File: src/hw/rtl/dma_usb_buffer_ownership_ring_core_macros.svh
// Assertion macros for the buffer ownership ring
`ifndef DMA_USB_BUFFER_OWNERSHIP_RING_CORE_MACROS_SVH
`define DMA_USB_BUFFER_OWNERSHIP_RING_CORE_MACROS_SVH
`ifndef SYNTHESIS
`define DUBR_ASSERT(lbl, clk, rst_n, prop) \
  lbl: assert property (@(posedge clk) disable iff (!rst_n) prop) else $error("assertion failed");
`define DUBR_ASSERT_R(lbl, clk, prop) \
  lbl: assert property (@(posedge clk) prop) else $error("assertion failed");
`else
`define DUBR_ASSERT(lbl, clk, rst_n, prop)
`define DUBR_ASSERT_R(lbl, clk, prop)
`endif
`endif

File: src/hw/rtl/dubr_pkg.sv
// Package: types and constants of the buffer ownership ring
`default_nettype none
package dubr_pkg;
  localparam int unsigned MaxSlotsDefault = 16;

  typedef enum logic [3:0] {
    F_REINIT = 4'd0, F_ACQUIRE = 4'd1, F_COMPLETE = 4'd2, F_PREPARE = 4'd3,
    F_QUEUE = 4'd4, F_ACTIVATE = 4'd5, F_RETIRE = 4'd6, F_CANCEL = 4'd7,
    F_DROP = 4'd8
  } func_t;

  localparam logic [2:0] ST_OK = 3'd0;
  localparam logic [2:0] ST_BADARG = 3'd1;
  localparam logic [2:0] ST_STALE = 3'd2;
  localparam logic [2:0] ST_ILLEGAL = 3'd3;
  localparam logic [2:0] ST_BLOCK = 3'd4;

  localparam logic [2:0] S_FREE = 3'd0;
  localparam logic [2:0] S_FILL = 3'd1;
  localparam logic [2:0] S_RAW = 3'd2;
  localparam logic [2:0] S_USB = 3'd3;
  localparam logic [2:0] S_QUEUED = 3'd4;
  localparam logic [2:0] S_ACTIVE = 3'd5;

  localparam logic [1:0] CFG_ACTIVE = 2'd0;
  localparam logic [1:0] CFG_CAP = 2'd1;
  localparam logic [1:0] CFG_GEN = 2'd2;

  typedef struct packed {
    logic [3:0]  func;
    logic [3:0]  slot;
    logic [31:0] byte_count;
    logic [31:0] samples;
  } in_item_t;

  typedef struct packed {
    logic [2:0]  status;
    logic [3:0]  granted_slot;
    logic [2:0]  slot_state_now;
    logic [31:0] slot_bytes_now;
    logic [31:0] slot_samples_now;
    logic [63:0] slot_first_seq;
    logic [63:0] sequence_now;
    logic [63:0] dropped_now;
    logic [31:0] illegal_now;
    logic [31:0] backpressure_now;
  } out_item_t;

  // controller -> datapath
  typedef struct packed {
    logic load;     // capture input item
    logic decide;   // evaluate loaded item (ops other than acquire and a valid reinit)
    logic wipe;     // clear one slot at the sweep index
    logic probe;    // test one slot at the search index
    logic reduce;   // subtract the ring size from an out-of-range search index
    logic finish;   // build result
  } dp_cmd_t;

  // datapath -> controller
  typedef struct packed {
    logic is_reinit_ok;
    logic is_acquire;
    logic sweep_last;
    logic probe_hit;
    logic probe_last;
    logic idx_wrap;
  } dp_sts_t;
endpackage
`default_nettype wire

File: src/hw/rtl/dubr_if.sv
// Valid/ready channel interface
`default_nettype none
interface dubr_if #(parameter type T = logic) ();
  logic valid;
  logic ready;
  T     data;
  modport source (output valid, output data, input ready);
  modport sink (input valid, input data, output ready);
endinterface
`default_nettype wire

File: src/hw/rtl/dubr_ctrl.sv
// Controller state machine of the buffer ownership ring
`default_nettype none
module dubr_ctrl (
  input  wire logic            clk,
  input  wire logic            rst_n,
  input  wire logic            in_valid,
  output logic                 in_ready,
  output logic                 out_valid,
  input  wire logic            out_ready,
  output dubr_pkg::dp_cmd_t    cmd,
  input  wire dubr_pkg::dp_sts_t sts
);
  import dubr_pkg::*;

  typedef enum logic [2:0] {IDLE, DECIDE, SWEEP, SEARCH, FINISH, HOLD} state_t;
  state_t state_r, state_nxt;
  logic out_valid_r, out_valid_nxt;

  always_comb begin
    state_nxt = state_r;
    out_valid_nxt = out_valid_r;
    cmd = '0;
    in_ready = (state_r == IDLE);
    if (out_valid_r && out_ready) out_valid_nxt = 1'b0;
    case (state_r)
      IDLE: begin
        if (in_valid) begin
          cmd.load = 1'b1;
          state_nxt = DECIDE;
        end
      end
      DECIDE: begin
        if (sts.is_reinit_ok) state_nxt = SWEEP;
        else if (sts.is_acquire) state_nxt = SEARCH;
        else begin
          cmd.decide = 1'b1;
          state_nxt = FINISH;
        end
      end
      SWEEP: begin
        cmd.wipe = 1'b1;
        if (sts.sweep_last) state_nxt = FINISH;
      end
      SEARCH: begin
        if (sts.idx_wrap) cmd.reduce = 1'b1;
        else begin
          cmd.probe = 1'b1;
          if (sts.probe_hit || sts.probe_last) state_nxt = FINISH;
        end
      end
      FINISH: begin
        if (!out_valid_r || out_ready) begin
          cmd.finish = 1'b1;
          out_valid_nxt = 1'b1;
          state_nxt = IDLE;
        end
      end
      default: state_nxt = IDLE;
    endcase
  end

  always_ff @(posedge clk) begin
    if (!rst_n) begin
      state_r <= IDLE;
      out_valid_r <= 1'b0;
    end else begin
      state_r <= state_nxt;
      out_valid_r <= out_valid_nxt;
    end
  end

  assign out_valid = out_valid_r;
endmodule
`default_nettype wire

File: src/hw/rtl/dubr_dp.sv
// Datapath of the buffer ownership ring: slot table, counters, result register
`default_nettype none
module dubr_dp #(
  parameter int unsigned MAX_SLOTS = dubr_pkg::MaxSlotsDefault,
  localparam int unsigned IW = (MAX_SLOTS > 1) ? $clog2(MAX_SLOTS) : 1
) (
  input  wire logic              clk,
  input  wire logic              rst_n,
  input  wire dubr_pkg::in_item_t in_data,
  input  wire logic              cfg_we,
  input  wire logic [1:0]        cfg_index,
  input  wire logic [31:0]       cfg_wdata,
  input  wire dubr_pkg::dp_cmd_t cmd,
  output dubr_pkg::dp_sts_t      sts,
  output dubr_pkg::out_item_t    out_data
);
  import dubr_pkg::*;

  localparam logic [8:0] MaxN = 9'(MAX_SLOTS);

  logic [4:0]  act_r;
  logic [31:0] cap_r, gen_r;
  logic [2:0]  st_r   [MAX_SLOTS];
  logic [31:0] sgen_r [MAX_SLOTS];
  logic [31:0] sbyt_r [MAX_SLOTS];
  logic [31:0] ssmp_r [MAX_SLOTS];
  logic [63:0] sseq_r [MAX_SLOTS];
  logic [IW-1:0] cursor_r;
  logic [63:0] seq_r, drop_r;
  logic [31:0] ill_r, bp_r;
  in_item_t    it_r;
  logic [IW-1:0] idx_r;     // sweep or search index
  logic [8:0]  cnt_r;       // probes done
  logic [2:0]  status_r;
  logic        show_r;
  logic [IW-1:0] shown_r;
  out_item_t   res_r;

  logic [8:0] n;
  assign n = ({4'd0, act_r} > MaxN) ? MaxN : {4'd0, act_r};

  logic [IW-1:0] slot_i, nm1;
  logic          slot_ok;
  assign slot_i = IW'(it_r.slot);
  assign slot_ok = ({5'd0, it_r.slot} < n);
  assign nm1 = IW'(n - 9'd1);

  logic reinit_ok;
  assign reinit_ok = (it_r.func == F_REINIT) && (act_r != 5'd0) &&
                     ({4'd0, act_r} <= MaxN) && (cap_r != 32'd0);

  logic [8:0] idx_ext;
  assign idx_ext = {{(9-IW){1'b0}}, idx_r};

  assign sts.is_reinit_ok = reinit_ok;
  assign sts.is_acquire = (it_r.func == F_ACQUIRE);
  assign sts.sweep_last = (idx_ext == MaxN - 9'd1);
  assign sts.probe_hit = (n != 9'd0) && (st_r[idx_r] == S_FREE);
  assign sts.probe_last = (cnt_r + 9'd1 >= n);
  assign sts.idx_wrap = (n != 9'd0) && (idx_ext >= n);

  logic [2:0] from_s, to_s;
  always_comb begin
    from_s = S_FREE;
    to_s = S_FREE;
    case (it_r.func)
      F_COMPLETE: begin from_s = S_FILL;   to_s = S_RAW;    end
      F_PREPARE:  begin from_s = S_RAW;    to_s = S_USB;    end
      F_QUEUE:    begin from_s = S_USB;    to_s = S_QUEUED; end
      F_ACTIVATE: begin from_s = S_QUEUED; to_s = S_ACTIVE; end
      F_RETIRE:   begin from_s = S_ACTIVE; to_s = S_FREE;   end
      default:    begin from_s = S_FREE;   to_s = S_FREE;   end
    endcase
  end

  logic gen_eq;
  logic [2:0] cur_st;
  assign gen_eq = (sgen_r[slot_i] == gen_r);
  assign cur_st = st_r[slot_i];

  always_ff @(posedge clk) begin
    if (!rst_n) begin
      act_r <= 5'd16;
      cap_r <= 32'd16384;
      gen_r <= '0;
      for (int i = 0; i < MAX_SLOTS; i++) begin
        st_r[i] <= S_FREE;
        sgen_r[i] <= '0;
        sbyt_r[i] <= '0;
        ssmp_r[i] <= '0;
        sseq_r[i] <= '0;
      end
      cursor_r <= '0;
      seq_r <= '0;
      drop_r <= '0;
      ill_r <= '0;
      bp_r <= '0;
    end else begin
      if (cfg_we) begin
        case (cfg_index)
          CFG_ACTIVE: act_r <= cfg_wdata[4:0];
          CFG_CAP:    cap_r <= cfg_wdata;
          CFG_GEN:    gen_r <= cfg_wdata;
          default: ;
        endcase
      end
      if (cmd.load) begin
        it_r <= in_data;
        show_r <= 1'b0;
        shown_r <= '0;
        status_r <= ST_OK;
        cnt_r <= '0;
        idx_r <= (in_data.func == F_ACQUIRE) ? cursor_r : '0;
      end
      if (cmd.decide) begin
        case (it_r.func)
          F_REINIT: status_r <= ST_BADARG;
          F_COMPLETE, F_PREPARE, F_QUEUE, F_ACTIVATE, F_RETIRE: begin
            if (!slot_ok || ((it_r.func == F_COMPLETE || it_r.func == F_PREPARE)
                && it_r.byte_count > cap_r)) begin
              status_r <= ST_BADARG;
            end else begin
              show_r <= 1'b1;
              shown_r <= slot_i;
              if (!gen_eq) status_r <= ST_STALE;
              else if (cur_st != from_s) begin
                status_r <= ST_ILLEGAL;
                ill_r <= ill_r + 32'd1;
              end else begin
                st_r[slot_i] <= to_s;
                if (it_r.func == F_COMPLETE) begin
                  sbyt_r[slot_i] <= it_r.byte_count;
                  ssmp_r[slot_i] <= it_r.samples;
                  seq_r <= seq_r + {32'd0, it_r.samples};
                end else if (it_r.func == F_PREPARE) begin
                  sbyt_r[slot_i] <= it_r.byte_count;
                end
              end
            end
          end
          F_CANCEL: begin
            if (!slot_ok) status_r <= ST_BADARG;
            else begin
              show_r <= 1'b1;
              shown_r <= slot_i;
              if (cur_st != S_QUEUED && cur_st != S_ACTIVE) begin
                status_r <= ST_ILLEGAL;
                ill_r <= ill_r + 32'd1;
              end else if (!gen_eq) status_r <= ST_STALE;
              else st_r[slot_i] <= S_FREE;
            end
          end
          F_DROP: begin
            if (it_r.samples == 32'd0) status_r <= ST_BADARG;
            else begin
              drop_r <= drop_r + {32'd0, it_r.samples};
              seq_r <= seq_r + {32'd0, it_r.samples};
            end
          end
          default: status_r <= ST_BADARG;
        endcase
      end
      if (cmd.wipe) begin
        st_r[idx_r] <= S_FREE;
        sgen_r[idx_r] <= (idx_ext < n) ? gen_r : 32'd0;
        sbyt_r[idx_r] <= '0;
        ssmp_r[idx_r] <= '0;
        sseq_r[idx_r] <= '0;
        idx_r <= idx_r + IW'(1);
        if (sts.sweep_last) begin
          cursor_r <= '0;
          seq_r <= '0;
          drop_r <= '0;
          ill_r <= '0;
          bp_r <= '0;
        end
      end
      if (cmd.reduce) begin
        idx_r <= IW'(idx_ext - n);
      end
      if (cmd.probe) begin
        if (sts.probe_hit) begin
          st_r[idx_r] <= S_FILL;
          sbyt_r[idx_r] <= '0;
          ssmp_r[idx_r] <= '0;
          sseq_r[idx_r] <= seq_r;
          cursor_r <= (idx_r == nm1) ? '0 : idx_r + IW'(1);
          show_r <= 1'b1;
          shown_r <= idx_r;
        end else begin
          idx_r <= (idx_r == nm1) ? '0 : idx_r + IW'(1);
          cnt_r <= cnt_r + 9'd1;
          if (sts.probe_last) begin
            status_r <= ST_BLOCK;
            bp_r <= bp_r + 32'd1;
          end
        end
      end
    end
  end

  always_ff @(posedge clk) begin
    if (cmd.finish) begin
      res_r.status <= status_r;
      res_r.granted_slot <= (show_r && it_r.func == F_ACQUIRE) ? 4'(shown_r) : 4'd0;
      res_r.slot_state_now <= show_r ? st_r[shown_r] : 3'd0;
      res_r.slot_bytes_now <= show_r ? sbyt_r[shown_r] : 32'd0;
      res_r.slot_samples_now <= show_r ? ssmp_r[shown_r] : 32'd0;
      res_r.slot_first_seq <= show_r ? sseq_r[shown_r] : 64'd0;
      res_r.sequence_now <= seq_r;
      res_r.dropped_now <= drop_r;
      res_r.illegal_now <= ill_r;
      res_r.backpressure_now <= bp_r;
    end
  end

  assign out_data = res_r;
endmodule
`default_nettype wire

File: src/hw/rtl/dma_usb_buffer_ownership_ring_core.sv
// Top level of the buffer ownership ring
// Usage:
//  in  : valid/ready channel carrying func, slot, byte_count and samples.
//  out : valid/ready channel carrying one result per input transaction.
//  cfg : write port; index 0 active_slots, 1 slot_capacity, 2 ring_generation.
//  Steps from acceptance to a valid result: a transition, drop or rejected
//  operation is decided and then registered; an acquire probes slots one at
//  a time from the cursor (at most n) and, after active_slots was lowered,
//  first subtracts n until the cursor folds back into the ring; a reinit
//  covers all MAX_SLOTS slots (one slot rewritten per cycle).
//  The block handles one transaction at a time: a new input is taken only
//  after the previous result is in the output register.
//  The output register holds its result until taken; a stalled receiver
//  holds the block in its finishing state with in_ready low.
//  Reset (rst_n low, synchronous) frees all slots, clears counters and the
//  cursor and restores the registers to 16, 16384 and 0. No clearing pass.
`default_nettype none
`include "dma_usb_buffer_ownership_ring_core_macros.svh"
module dma_usb_buffer_ownership_ring_core #(
  parameter int unsigned MAX_SLOTS = dubr_pkg::MaxSlotsDefault
) (
  input  wire logic        clk,
  input  wire logic        rst_n,
  dubr_if.sink             in_ch,
  dubr_if.source           out_ch,
  input  wire logic        cfg_we,
  input  wire logic [1:0]  cfg_index,
  input  wire logic [31:0] cfg_wdata
);
  import dubr_pkg::*;

  dp_cmd_t cmd;
  dp_sts_t sts;

  dubr_ctrl u_ctrl (
    .clk, .rst_n,
    .in_valid(in_ch.valid), .in_ready(in_ch.ready),
    .out_valid(out_ch.valid), .out_ready(out_ch.ready),
    .cmd, .sts
  );

  dubr_dp #(.MAX_SLOTS(MAX_SLOTS)) u_dp (
    .clk, .rst_n,
    .in_data(in_ch.data),
    .cfg_we, .cfg_index, .cfg_wdata,
    .cmd, .sts,
    .out_data(out_ch.data)
  );

  `DUBR_ASSERT(a_one_cmd, clk, rst_n, $onehot0(cmd))
  `DUBR_ASSERT(a_fin_valid, clk, rst_n, cmd.finish |=> out_ch.valid)
  `DUBR_ASSERT(a_load_busy, clk, rst_n, cmd.load |=> !in_ch.ready)
endmodule
`default_nettype wire
File: src/flat_wrapper.sv
// flat-port wrapper written by rule: the top's interface ports become plain ports
module dma_usb_buffer_ownership_ring_core_flat import dubr_pkg::*;
#(
  parameter int unsigned MAX_SLOTS = dubr_pkg::MaxSlotsDefault
)
  (clk, rst_n, cfg_we, cfg_index, cfg_wdata, in_ch_valid, in_ch_data, in_ch_ready, out_ch_valid, out_ch_data, out_ch_ready);
  dubr_if in_ch_i ();
  dubr_if out_ch_i ();
  input  wire logic clk;
  input  wire logic rst_n;
  input  wire logic cfg_we;
  input  wire logic [1:0] cfg_index;
  input  wire logic [31:0] cfg_wdata;
  input wire logic [$bits(in_ch_i.valid)-1:0] in_ch_valid;
  input wire logic [$bits(in_ch_i.data)-1:0] in_ch_data;
  output wire logic [$bits(in_ch_i.ready)-1:0] in_ch_ready;
  output wire logic [$bits(out_ch_i.valid)-1:0] out_ch_valid;
  output wire logic [$bits(out_ch_i.data)-1:0] out_ch_data;
  input wire logic [$bits(out_ch_i.ready)-1:0] out_ch_ready;
  assign in_ch_i.valid = in_ch_valid;
  assign in_ch_i.data = in_ch_data;
  assign in_ch_ready = in_ch_i.ready;
  assign out_ch_valid = out_ch_i.valid;
  assign out_ch_data = out_ch_i.data;
  assign out_ch_i.ready = out_ch_ready;
  dma_usb_buffer_ownership_ring_core #(.MAX_SLOTS(MAX_SLOTS)) u_core (.clk(clk), .rst_n(rst_n), .in_ch(in_ch_i), .out_ch(out_ch_i), .cfg_we(cfg_we), .cfg_index(cfg_index), .cfg_wdata(cfg_wdata));
endmodule
File: config.mk
export PLATFORM = sky130hd
export DESIGN_NAME = dma_usb_buffer_ownership_ring_core_flat
export DESIGN_NICKNAME = d
export VERILOG_FILES = /design/src/hw/rtl/dubr_pkg.sv /design/src/hw/rtl/dubr_if.sv /design/src/hw/rtl/dubr_ctrl.sv /design/src/hw/rtl/dubr_dp.sv /design/src/hw/rtl/dma_usb_buffer_ownership_ring_core.sv /design/src/flat_wrapper.sv
export VERILOG_INCLUDE_DIRS = /design/src /design/src/hw/rtl
export SDC_FILE = /design/constraint.sdc
export NUM_CORES = 1
export LEC_CHECK = 0
export BUFFER_PORTS_ARGS = -buffer_cell sky130_fd_sc_hd__clkbuf_2
export CAP_MARGIN = 0
export CORE_MARGIN = 4
export CORE_UTILIZATION = 60
export CTS_CLUSTER_DIAMETER = 50
export DETAILED_ROUTE_END_ITERATION = 12
export GPL_TIMING_DRIVEN = 0
export PLACE_DENSITY_LB_ADDON = 0.08
export SLEW_MARGIN = 5
export SYNTH_ARGS = -nofsm -noshare
export SYNTH_HDL_FRONTEND = slang
export SYNTH_SLANG_ARGS = --single-unit
File: constraint.sdc
create_clock -name clk -period 9.75 [get_ports clk]
set_input_delay 1.95 -clock clk [delete_from_list [all_inputs] [get_ports clk]]
set_output_delay 1.95 -clock clk [all_outputs]
set_load 0.05 [all_outputs]
==> reports/metrics.csv <==
stage,metric,value,unit
sta,Worst slew margin,30.7,%
critical_path,crit path launch type,flip-flop,
layout,Final #Nets,574,
detailed_routing,drt via density,6.00,
global_route,global-route track usage on met1,31.0,%
sta,setup TNS,0,ns
synth,Syn Inst Count,466,
detailed_routing,DR vias,3602,
critical_path,Critical Path Fanout Max,10,
power,Power Density,207,mW/mm^2
critical_path,CP required,9.85,ns
layout,Area Growth Syn to Fin,11.9,%
synth,syn_area_per_cell,8.68,sq um
placed_design,Buffers on Ports,41,
global_route,GR Layer Usage met3,3.09,%
synth,top-count cell post-synth,nand2_1,
critical_path,worst-path cell chain,"nor4_1, inv_1, ha_1, clkbuf_1, nand2b_1, ha_1, nor2b_1, o31a_1, o21ai_0, nand3_2, buf_6, and3_1, a41o_1",
detailed_routing,Remaining DRCs,0,
detailed_routing,per-cell routed wire length,15.7,microns
synth,"top cells by area, synth","dfxtp_1 (31%), edfxtp_1 (10%), nand2_1 (9.6%)",
synth,register area share after synthesis,41.1,%
critical_path,Worst path max stage delay,0.54,ns
synth,Post-synth top cells,"nand2_1 (103), dfxtp_1 (62), a21oi_1 (39)",
floorplanning,die height,90.1,microns
floorplanning,Starting Density,62.6,%
power,Sw Ratio,37.2,%
synth,"Top FF cell, synth",dfxtp_1,
sta,RSZ-0062 raised after global routing,no,
global_route,first-pass GRT wire length,15900,microns
placed_design,pre-CTS setup slack,5.84,ns
critical_path,reg2reg path depth,13,
global_route,All-Layer GR Usage,23.5,%
floorplanning,IO Pins,43,
sta,Slew @ Worst Pin,1.04,ns
critical_path,register-to-register setup slack,5.73,ns
critical_path,Arrival @ worst endpoint,4.13,ns
placed_design,placed cell count,584,
sta,Final Skew,0.0119,ns
layout,layout cells sized above 1,13.8,%
layout,final core occ,70.1,%
clock_network,Root Driver,clkbuf_8,
power,Max IR drop VDD,0.0935,mV
detailed_routing,Iter 0 DRT Violations,209,
layout,Multi-input gate area,0.00222,sq mm
critical_path,"Slowest-stage cell, CP",o21ai_0,
power,sequential share of power,42.2,%
layout,Layout Cells excl Fill,600,
clock_network,Clock transition at path regs,0.08,ns
synth,"area leader, netlist",dfxtp_1,
global_route,largest net degree at the start of global routing,18,
layout,Fillers,532,
critical_path,crit path kind,flip-flop to flip-flop,
detailed_routing,Routed WL,9420,microns
layout,diode count,0,
power,Pleak,1.77,nW
sta,Tcrit/Tclk final,41.3,%
detailed_routing,Pre-antenna DRT Iters,5,
synth,syn nets,522,
clock_network,clock sink total,76,
global_route,M2 GR Usage,39.8,%
synth,"flops & latches, synth",76,
power,combinational fraction of design power,34.5,%
placed_design,RePlAce Congestion,0.955,
clock_network,insertion delay to the later sink of the worst-skew pair,0.35,ns
global_route,total grt overflow,0,
critical_path,CP endpoint kind,flip-flop,
clock_network,hold buffers post-CTS,0,
sta,Highest Clock Rate,249,MHz
run,Max Cap Viol,0,
power,Clk pwr share,23.4,%
clock_network,CTS buffer count,9,
placed_design,dpl hpwl,6880,microns
min_path,hold path start,u_core.u_dp.cap_r[27]$_SDFFE_PN0P_,
critical_path,worst r2r src,u_core.u_dp.act_r[1]$_SDFFE_PN0P_,
global_route,vias in the first global route,3473,
synth,Syn Std Cell Area,0.00405,sq mm
detailed_routing,post-route ant nets,0,
sta,fin. max-slew vios,0,
clock_network,buffer count from post-CTS setup fixing,0,
clock_network,CTS resizes,0,
min_path,Worst Hold Class,flip-flop to flip-flop,
sta,Fin. Hold Viols,0,
clock_network,H-tree levels,3,
power,Pint,0.588,mW
synth,Synth top area share,30.7,%
sta,Final min period,4.02,ns
critical_path,worst r2r dst,u_core.u_dp.cnt_r[4]$_DFFE_PP_,
global_route,initial antenna violation count,0,
layout,FF+latch area,0.00166,sq mm
sta,PnR worst setup slack,5.73,ns
min_path,hold path depth,2,
synth,Synth async-reset ratio,0,%
synth,synth unique cells,57,
synth,Post-synth EDFFs,14,
min_path,Worst Hold End,u_core.u_dp.cap_r[27]$_SDFFE_PN0P_,
clock_network,Max clock buf depth,2,
critical_path,Most common cell on crit path,ha_1,
run_status,status,"complete, no violations",
floorplanning,Std-Cell Rows,29,
power,Switch Pwr,0.348,mW
global_route,global route hottest layer,met2,
floorplanning,Die Width,90.1,microns
floorplanning,die area,0.00812,sq mm
sta,Setup Viol. Count Final,0,
synth,Yosys warning total,0,
floorplanning,Core ar.,0.00646,sq mm
clock_network,CTS tree,yes,
## state kept, by name, summed over array words and instances, names as in the netlist, named ones only
| name | count |
|---|---|
| u_core.u_dp.idx_r | 4 |
| u_core.u_ctrl.out_valid | 1 |
| u_core.u_dp.act_r | 5 |
| u_core.u_ctrl.state_r | 3 |
| u_core.u_dp.out_data | 1 |
| u_core.u_dp.st_r | 16 |
| u_core.u_dp.cnt_r | 9 |
| u_core.u_dp.bp_r | 1 |
| u_core.u_dp.cap_r | 32 |
## how the worst max path moves through the flow
stage                                           from                             end  slack [ns]  depth (start not counted)
3_5_place_dp       u_core.u_dp.act_r[1]$_SDFFE_PN0P_  u_core.u_dp.cnt_r[4]$_DFFE_PP_        5.84                         13
2_1_floorplan  u_core.u_ctrl.state_r[0]$_SDFFE_PN0P_                     in_ch_ready        6.20                          2
6_report           u_core.u_dp.act_r[1]$_SDFFE_PN0P_  u_core.u_dp.cnt_r[4]$_DFFE_PP_        5.73                         13
5_1_grt            u_core.u_dp.act_r[0]$_SDFFE_PN0P_  u_core.u_dp.cnt_r[4]$_DFFE_PP_        5.56                         13
4_1_cts            u_core.u_dp.act_r[1]$_SDFFE_PN0P_  u_core.u_dp.cnt_r[4]$_DFFE_PP_        5.80                         13
3_3_place_gp       u_core.u_dp.act_r[1]$_SDFFE_PN0P_  u_core.u_dp.cnt_r[4]$_DFFE_PP_        5.90                         13
## cells in the final DEF (no fill, tap or decap), types with 4 or more instances in the layout
master    Yosys  routed
a32o_1       16      16
nand4_1       5       5
edfxtp_1     14      14
clkbuf_1     22      23
nor3_1        7       7
mux2i_1      13      13
a21oi_1      39      39
nor3b_1       4       4
inv_1        12      12
nand3b_1      4       4
xnor2_1       6       6
nand2_1     103     103
clkbuf_8      0      10
a31oi_1       5       5
clkbuf_2      0      41
ha_1         15      15
a21o_1        4       4
nand2b_1     14      14
dfxtp_1      62      62
and3_1        4       4
nor4_1       12      12
nor2_1       20      20
o21ai_0       7       7
nand3_1      14      14
o31a_1        5       5
and2_1        9       9
## through the flow
stage,power (mW),area [sq um],hold WS (ns)
after floorplan,0.635,4050,0.421
after global placement,0.707,4350,0.444
after detailed placement,0.717,4350,0.447
after CTS,0.933,4530,0.458
after global routing,0.996,4530,0.474
final,0.936,4530,0.457
## power groups by stage
stage | registers, mW | logic, mW | clock network, mW
3_3_place_gp | 0.400 | 0.307 | 0
4_1_cts | 0.394 | 0.318 | 0.221
5_1_grt | 0.401 | 0.361 | 0.234
3_5_place_dp | 0.401 | 0.316 | 0
2_1_floorplan | 0.395 | 0.240 | 0
6_report | 0.395 | 0.323 | 0.219
## area by class of cell
| cell class | count | area share (%) |
|---|---|---|
| Multi-Input combinational cell | 350 | 49.0 |
| Sequential cell | 76 | 36.7 |
| Timing Repair Buffer | 41 | 4.53 |
| Clock buffer | 11 | 3.12 |
| Buffer | 28 | 2.63 |
| Tap cell | 77 | 2.13 |
| Inverter | 12 | 0.995 |
| Clock inverter | 5 | 0.829 |
## per-layer routing
| metal | part of all wire [%] | wire length [microns] | vias up |
|---|---|---|---|
| met5 | 0 | 0 | - |
| met4 | 1.7 | 160 | 0 |
| met3 | 5.3 | 498 | 21 |
| met2 | 48 | 4540 | 126 |
| met1 | 45 | 4220 | 1674 |
| li1 | - | - | 1781 |
## critical path, delay by kind of cell (launching register included)
| kind | cells | cell delay, ns |
|---|---|---|
| buffers and inverters | 3 | 0.52 |
| DFF | 1 | 0.38 |
| and+or+nand+nor | 5 | 1.32 |
| adders and majority gates | 2 | 0.55 |
| AOI/OAI and AO/OA | 3 | 0.99 |
## kinds of logic (layout without fill, tap and decap cells)
family / after synthesis / after routing / share of synthesized area (%)
adders and majority gates: 17 / 17 / 5.38
muxes: 19 / 19 / 5.72
buffers and inverters: 40 / 97 / 4.05
and+or+nand+nor: 211 / 211 / 25.6
DFF: 76 / 76 / 41.1
AOI/OAI and AO/OA: 96 / 96 / 16.6
xor gates and xnor gates: 7 / 7 / 1.52
(Power assumes the default switching activity.)
